$ cat config.mk
export PLATFORM = sky130hd
export DESIGN_NAME = fcbs_plane_regs
export DESIGN_NICKNAME = d
export VERILOG_FILES = /design/src/fcbs_pkg.sv /design/src/fcbs_plane_regs.sv
export SDC_FILE = /design/constraint.sdc
export NUM_CORES = 1
export LEC_CHECK = 0
export BUFFER_PORTS_ARGS = -buffer_cell sky130_fd_sc_hd__buf_2
export CORE_MARGIN = 4
export CORE_UTILIZATION = 30
export CTS_BUF_LIST = sky130_fd_sc_hd__clkbuf_4 sky130_fd_sc_hd__clkbuf_8 sky130_fd_sc_hd__clkbuf_16
export DETAILED_ROUTE_END_ITERATION = 6
export PLACE_DENSITY_LB_ADDON = 0.3
export SYNTH_ARGS = -nofsm -noshare
export SYNTH_HDL_FRONTEND = slang
export SYNTH_SLANG_ARGS = --single-unit
$ cat constraint.sdc
create_clock -name clk -period 1 [get_ports clk]
set_input_delay 0.2 -clock clk [delete_from_list [all_inputs] [get_ports clk]]
set_output_delay 0.2 -clock clk [all_outputs]
set_load 0.01 [all_outputs]
$ cat src/fcbs_pkg.sv
// shared types and constants for the frustum cull box/sphere unit
package fcbs_pkg;

    localparam int COORD_W     = 16;
    localparam int RADIUS_W    = 16;
    localparam int NCOMP_W     = 10;
    localparam int OFFS_W      = 34;
    localparam int PROD_W      = NCOMP_W + COORD_W;
    localparam int DIST_W      = 36;
    localparam int CFG_INDEX_W = 3;
    localparam int CFG_DATA_W  = 64;
    localparam int COUNT_W     = 3;
    localparam int RESULT_W    = 2;

    // configuration register map
    localparam logic [CFG_INDEX_W-1:0] CFG_PLANE_COUNT = 3'd0;
    localparam int                     CFG_PLANE_BASE  = 1;
    localparam int                     CFG_PLANE_REGS  = 5;

    // func codes
    localparam logic FUNC_BOX    = 1'b0;
    localparam logic FUNC_SPHERE = 1'b1;

    // cull result codes
    localparam logic [RESULT_W-1:0] RESULT_INSIDE  = 2'd0;
    localparam logic [RESULT_W-1:0] RESULT_PARTIAL = 2'd1;
    localparam logic [RESULT_W-1:0] RESULT_OUTSIDE = 2'd2;

    typedef struct packed {
        logic signed [OFFS_W-1:0]  d;
        logic signed [NCOMP_W-1:0] nz;
        logic signed [NCOMP_W-1:0] ny;
        logic signed [NCOMP_W-1:0] nx;
    } plane_t;

    typedef struct packed {
        logic outside;
        logic partial;
    } verdict_t;

endpackage

$ cat src/fcbs_plane_regs.sv
// plane store and plane count configuration registers
module fcbs_plane_regs #(
    parameter int MAX_PLANES = 5
) (
    input  logic                                   clk,
    input  logic                                   rst_n,
    input  logic                                   cfg_valid,
    input  logic [fcbs_pkg::CFG_INDEX_W-1:0]       cfg_index,
    input  logic [fcbs_pkg::CFG_DATA_W-1:0]        cfg_data,
    output fcbs_pkg::plane_t [MAX_PLANES-1:0]      planes,
    output logic [MAX_PLANES-1:0]                  active
);

    logic [fcbs_pkg::COUNT_W-1:0] count_reg;
    logic [fcbs_pkg::COUNT_W-1:0] count_next;

    always_comb
    begin
        count_next = count_reg;
        if (cfg_valid && cfg_index == fcbs_pkg::CFG_PLANE_COUNT)
        begin
            count_next = cfg_data[fcbs_pkg::COUNT_W-1:0];
        end
    end

    always_ff @(posedge clk or negedge rst_n)
    begin
        if (!rst_n)
        begin
            count_reg <= '0;
        end
        else
        begin
            count_reg <= count_next;
        end
    end

    for (genvar i = 0; i < MAX_PLANES; i++)
    begin : g_plane
        fcbs_pkg::plane_t plane_reg;
        fcbs_pkg::plane_t plane_next;
        logic             wr_en;

        // entries beyond the register map have no write path and stay zero
        assign wr_en = cfg_valid && (i < fcbs_pkg::CFG_PLANE_REGS)
                       && (cfg_index == fcbs_pkg::CFG_INDEX_W'(fcbs_pkg::CFG_PLANE_BASE + i));

        always_comb
        begin
            plane_next = plane_reg;
            if (wr_en)
            begin
                plane_next = cfg_data;
            end
        end

        always_ff @(posedge clk or negedge rst_n)
        begin
            if (!rst_n)
            begin
                plane_reg <= '0;
            end
            else
            begin
                plane_reg <= plane_next;
            end
        end

        assign planes[i] = plane_reg;
        // counts above the store saturate since higher planes do not exist
        assign active[i] = count_reg > fcbs_pkg::COUNT_W'(i);
    end

endmodule

Word level (Yosys, flattened, before mapping)
Cells that the tools add are included.
{"block": "totals", "regBits": 323, "latchBits": 0, "mem_bits_rw": 0, "rom_bits": 0, "inputBits": 70, "out_inout_bits": 325, "elab_cells": 38, "mem_count": 0}
{"block": "classes", "n_addsub": 0, "multipliers": 0, "div": 0, "order_cmp": 5, "eq_ne": 5, "n_shift": 0, "n_mux": 0, "bitwise_logic": 0, "n_reduce_logical": 7}
{"operator": "$eq A3 B2 Y1 const B", "count": 2}
{"operator": "$eq A3 B3 Y1 const B", "count": 2}
{"operator": "$gt A3 B1 Y1 const B", "count": 2}
{"operator": "$gt A3 B2 Y1 const B", "count": 2}
{"operator": "$logic_and A1 B1 Y1", "count": 6}
{"operator": "$eq A3 B1 Y1 const B", "count": 1}
{"operator": "$gt A3 B3 Y1 const B", "count": 1}
{"operator": "$logic_not A3 Y1", "count": 1}

Longest topological paths before layout
{"block": "depth", "depth_word": 2, "depth_mapped": 4, "depth_no_buf": 2}

Worst setup path after synthesis
OpenSTA, ideal clock, no wires.
{"block": "synth_path", "kind": "in2reg", "from": "input port cfg_index[0] (netlist bit)", "to": "register g_plane[1].plane_reg (netlist bit planes[100])", "setup_ps": 125, "t_arrival_ps": 1088, "required_time_ps": 875, "path_slack_ps": -213, "stages": 4, "path_buffers": 2, "path_cell_list": "and4bb_1 buf_6 buf_12 mux2_4"}
{"block": "synth_via", "elab_chain_len": 2}
{"item": "from (decl)", "line": "fcbs_plane_regs.sv:8", "text": "input logic [fcbs_pkg::CFG_INDEX_W-1:0] cfg_index,"}
{"item": "$eq A3 B2 Y1", "line": "fcbs_plane_regs.sv:46", "text": "&& (cfg_index == fcbs_pkg::CFG_INDEX_W'(fcbs_pkg::CFG_PLANE_BASE + i));"}
{"item": "$logic_and A1 B1 Y1", "line": "fcbs_plane_regs.sv:46"}
{"item": "to (signal assigned)", "line": "fcbs_plane_regs.sv:65", "text": "plane_reg <= plane_next;"}
{"item": "to (decl)", "line": "fcbs_plane_regs.sv:40", "text": "fcbs_pkg::plane_t plane_reg;"}
No other way between the ends.
A chain may end at the register's enable or synchronous reset.

Worst setup path in the final report
{"block": "layout_path", "from": "register count_reg[0] (netlist bit)", "to": "output port active[0]"}
{"block": "layout_via", "elab_chain_len": 1}
{"item": "from (decl)", "line": "fcbs_plane_regs.sv:14", "text": "logic [fcbs_pkg::COUNT_W-1:0] count_reg;"}
{"item": "from (signal assigned)", "line": "fcbs_plane_regs.sv:34", "text": "count_reg <= count_next;"}
{"item": "$gt A3 B1 Y1", "line": "fcbs_plane_regs.sv:71", "text": "assign active[i] = count_reg > fcbs_pkg::COUNT_W'(i);"}
{"item": "to (decl)", "line": "fcbs_plane_regs.sv:11", "text": "output logic [MAX_PLANES-1:0] active"}
No other way between the ends.

==> impl_metrics.toml <==
[synthesis]
post_synth_instance_area_um2 = 12900
synth_area_leaders = "sky130_fd_sc_hd__dfrtp_1 (63%), sky130_fd_sc_hd__mux2_4 (21%), sky130_fd_sc_hd__mux2_2 (12%)"
portion_of_synthesized_cell_area_occupied_by_the_leading_cell_type_pct = 62.7
number_of_enable_flip_flop_cells_after_synthesis = 0
yosys_most_used_dff = "sky130_fd_sc_hd__dfrtp_1"
netlist.top_cell.by_area = "sky130_fd_sc_hd__dfrtp_1"
synth.lib_cells_used.distinct = 15
syn-num-nets = 762
postSynthAreaPerCell_um2 = 18.6
yosys.cell_count.top_type = "sky130_fd_sc_hd__dfrtp_1"
yosys_warnings = 0
synth_common_cells = "sky130_fd_sc_hd__dfrtp_1 (323), sky130_fd_sc_hd__mux2_4 (180), sky130_fd_sc_hd__mux2_2 (143)"
synth.yosys.seq_area_share_pct = 62.7
postSynthRegisterBits = 323
synthArstFlopShare_pct = 100
synthesis.instances = 692

[worst_hold_path]
class_of_the_most_critical_hold_timing_path = "primary input to register"

[detailed_routing]
drt-total-wl_um = 37200
drt-wirelength-per-cell_um = 19.3
drt_first_pass_iters = 4
detail-route-antenna-nets = 0
drt_drc_violations_left = 0
route.detailed.vias_per_inst = 4.38
via_count = 8460
drt_first_iter_violations = 357

[clocking]
cts.sinks = 323
cts.reportedPaths.clkPinSlew_ns = 0.06
ctsRootBufferMaster = "sky130_fd_sc_hd__clkbuf_16"
h-tree-depth = 2
ctsLongestPathBuffers = 3
clock_insertion_delay_worst_skew_ns = 0.53
cts-buffers-inserted = 37
tritoncts = "done"

[floorplan]
dieArea_um2 = 46300
die-width_um = 215
placement_rows = 75
number_of_top_level_pins = 395
coreArea_um2 = 42200
die-height_um = 215
starting_density_of_the_core_pct = 30.5

[timing]
setup_slack_ns = -0.633
layout_worst_path_cycle_share_pct = 163
rsz0062_at_grt = "true"
finalMaxSlewViolations = 0
maxClockFrequency_ghz = 0.612
setup-violations-final = 348
max_slew_margin_pct = 78.4
final_period_minus_worst_setup_slack_ns = 1.63
worst_slew_pin_slew_ns = 0.325
final-hold-violation-count = 0
worst_clock_skew_ns = 0

[pwr]
total_power_per_unit_cell_area_nw_per_um2 = 2270
vdd_ir_drop_max_uv = 1450
total_leakage_power_nw = 9.74
post-layout-total-power_w = 0.0453

[run]
drv.max_cap_violation_count = 0

[cells_and_area]
final_util_pct = 47.2
n_antenna_cell = 0
final_net_count = 1435
areaGrowthSynthToFinish_pct = 54.5
final-seq-area_um2 = 8080
max_reg_flops = 320
filler_cells_inserted = 3676
final_layout_size_suffix_gt1_share_pct = 72.0
multi_input_area_um2 = 4440

[global_routing]
total_global_route_track_usage_pct = 15.3
pin_count_of_the_biggest_net_entering_global_routing = 37
antenna_found_initial = 0
grt_pass1_wl_um = 56300
overflow = 0
first_global_vias = 9237

[worst_setup_path]
critical_path.startpoint_type = "register"
crit_fanout = 3
arrival_ns = 1.43
path_class = "register to output port"
timing.critical_path.to_type = "output port"
worst-endpoint-required_ns = 0.80

[placement]
gp_congestion = 0.758
hpwlAfterDp_um = 24900
port_buffers = 394

[outcome]
failed_checks = "negative setup slack"
run_status = "finished, violations left"
## layer usage
| layer | global-route usage, % | up-vias | wire length [µm] | share of wire (%) |
|---|---|---|---|---|
| met5 | 0 | - | 0 | 0 |
| met4 | 3.84 | 0 | 718 | 1.9 |
| met3 | 5.88 | 60 | 3150 | 8.5 |
| met2 | 24.3 | 292 | 17300 | 47 |
| met1 | 19.8 | 4314 | 16000 | 43 |
| li1 | - | 3794 | - | - |
## kinds of logic after synthesis
kind of cell | share of synthesized area, %
muxes | 33.5
buffers and inverters | 3.05
AOI/OAI and AO/OA | 0.117
and+or+nand+nor | 0.641
DFF | 62.7
## critical path, cell delays in order, from the launching register on
cell                      delay (ns)
sky130_fd_sc_hd__dfrtp_1        0.40
sky130_fd_sc_hd__or3_1          0.35
sky130_fd_sc_hd__buf_2          0.15
## cells in the final DEF (no fill, tap or decap)
master	instances
sky130_fd_sc_hd__dfrtp_1	323
sky130_fd_sc_hd__buf_2	256
sky130_fd_sc_hd__mux2_4	182
sky130_fd_sc_hd__buf_4	170
sky130_fd_sc_hd__buf_6	157
sky130_fd_sc_hd__mux2_2	141
sky130_fd_sc_hd__dlygate4sd3_1	62
sky130_fd_sc_hd__clkbuf_16	41
sky130_fd_sc_hd__buf_12	20
sky130_fd_sc_hd__clkinv_2	7
sky130_fd_sc_hd__clkbuf_4	6
sky130_fd_sc_hd__clkbuf_8	5
sky130_fd_sc_hd__clkinvlp_4	4
sky130_fd_sc_hd__and4bb_4	3
sky130_fd_sc_hd__bufinv_16	3
sky130_fd_sc_hd__nand4b_1	2
sky130_fd_sc_hd__buf_16	2
sky130_fd_sc_hd__or3_1	1
sky130_fd_sc_hd__or2_2	1
sky130_fd_sc_hd__o21a_1	1
sky130_fd_sc_hd__a21o_1	1
sky130_fd_sc_hd__nor4b_4	1
sky130_fd_sc_hd__inv_6	1
sky130_fd_sc_hd__buf_8	1
## timing repair
item,in CTS,in global routing
setup endpoints to repair,325,328
endpoints found under the hold margin,626,0
buffers inserted,100,54
resized for setup,141,60
pin swaps,2,2
hold buffers,62,0
gates cloned,0,2
## worst paths after layout
check                      depth (start not counted)                      end                     start  slack [ns]
min in group asynchronous                          3  planes[288]$_DFFE_PN0P_                     rst_n        0.24
max reg2reg                                        3  planes[100]$_DFFE_PN0P_   planes[100]$_DFFE_PN0P_       -0.04
max                                                2                active[0]  count_reg[0]$_DFFE_PN0P_       -0.63
min                                                2  planes[319]$_DFFE_PN0P_              cfg_data[63]        0.03
max in group asynchronous                          4  planes[314]$_DFFE_PN0P_                     rst_n        0.32
min reg2reg                                        1  planes[300]$_DFFE_PN0P_   planes[300]$_DFFE_PN0P_        0.50
## cell type report
| cell class | instances | share of cell area (%) |
|---|---|---|
| Timing Repair Buffer | 670 | 27.4 |
| Sequential cell | 323 | 40.6 |
| Tap cell | 539 | 3.39 |
| Multi-Input combinational cell | 333 | 22.3 |
| Clock buffer | 50 | 5.47 |
| Clock inverter | 15 | 0.823 |
## report_power, final
group / internal [W] / switching (W) / total [W]
registers: 0.0160 / 0.00188 / 0.0179
logic: 0.00856 / 0.00504 / 0.0136
clock network: 0.00843 / 0.00540 / 0.0138
## stage by stage
step                hold WS, ns  instances  setup WS, ns  area, µm²  TNS (ns)
finish                   0.0331       1930        -0.633      19900    -83.57
global placement          0.155       1647        -0.508      15900   -140.52
CTS                    0.000868       1874        -0.672      19100    -98.26
floorplan               -0.0956        692        -0.213      13000    -42.67
detailed placement        0.161       1647        -0.532      15900   -146.13
global route             0.0122       1930        -0.700      19900   -103.15
Note: power is estimated with default switching activity, not from simulation.
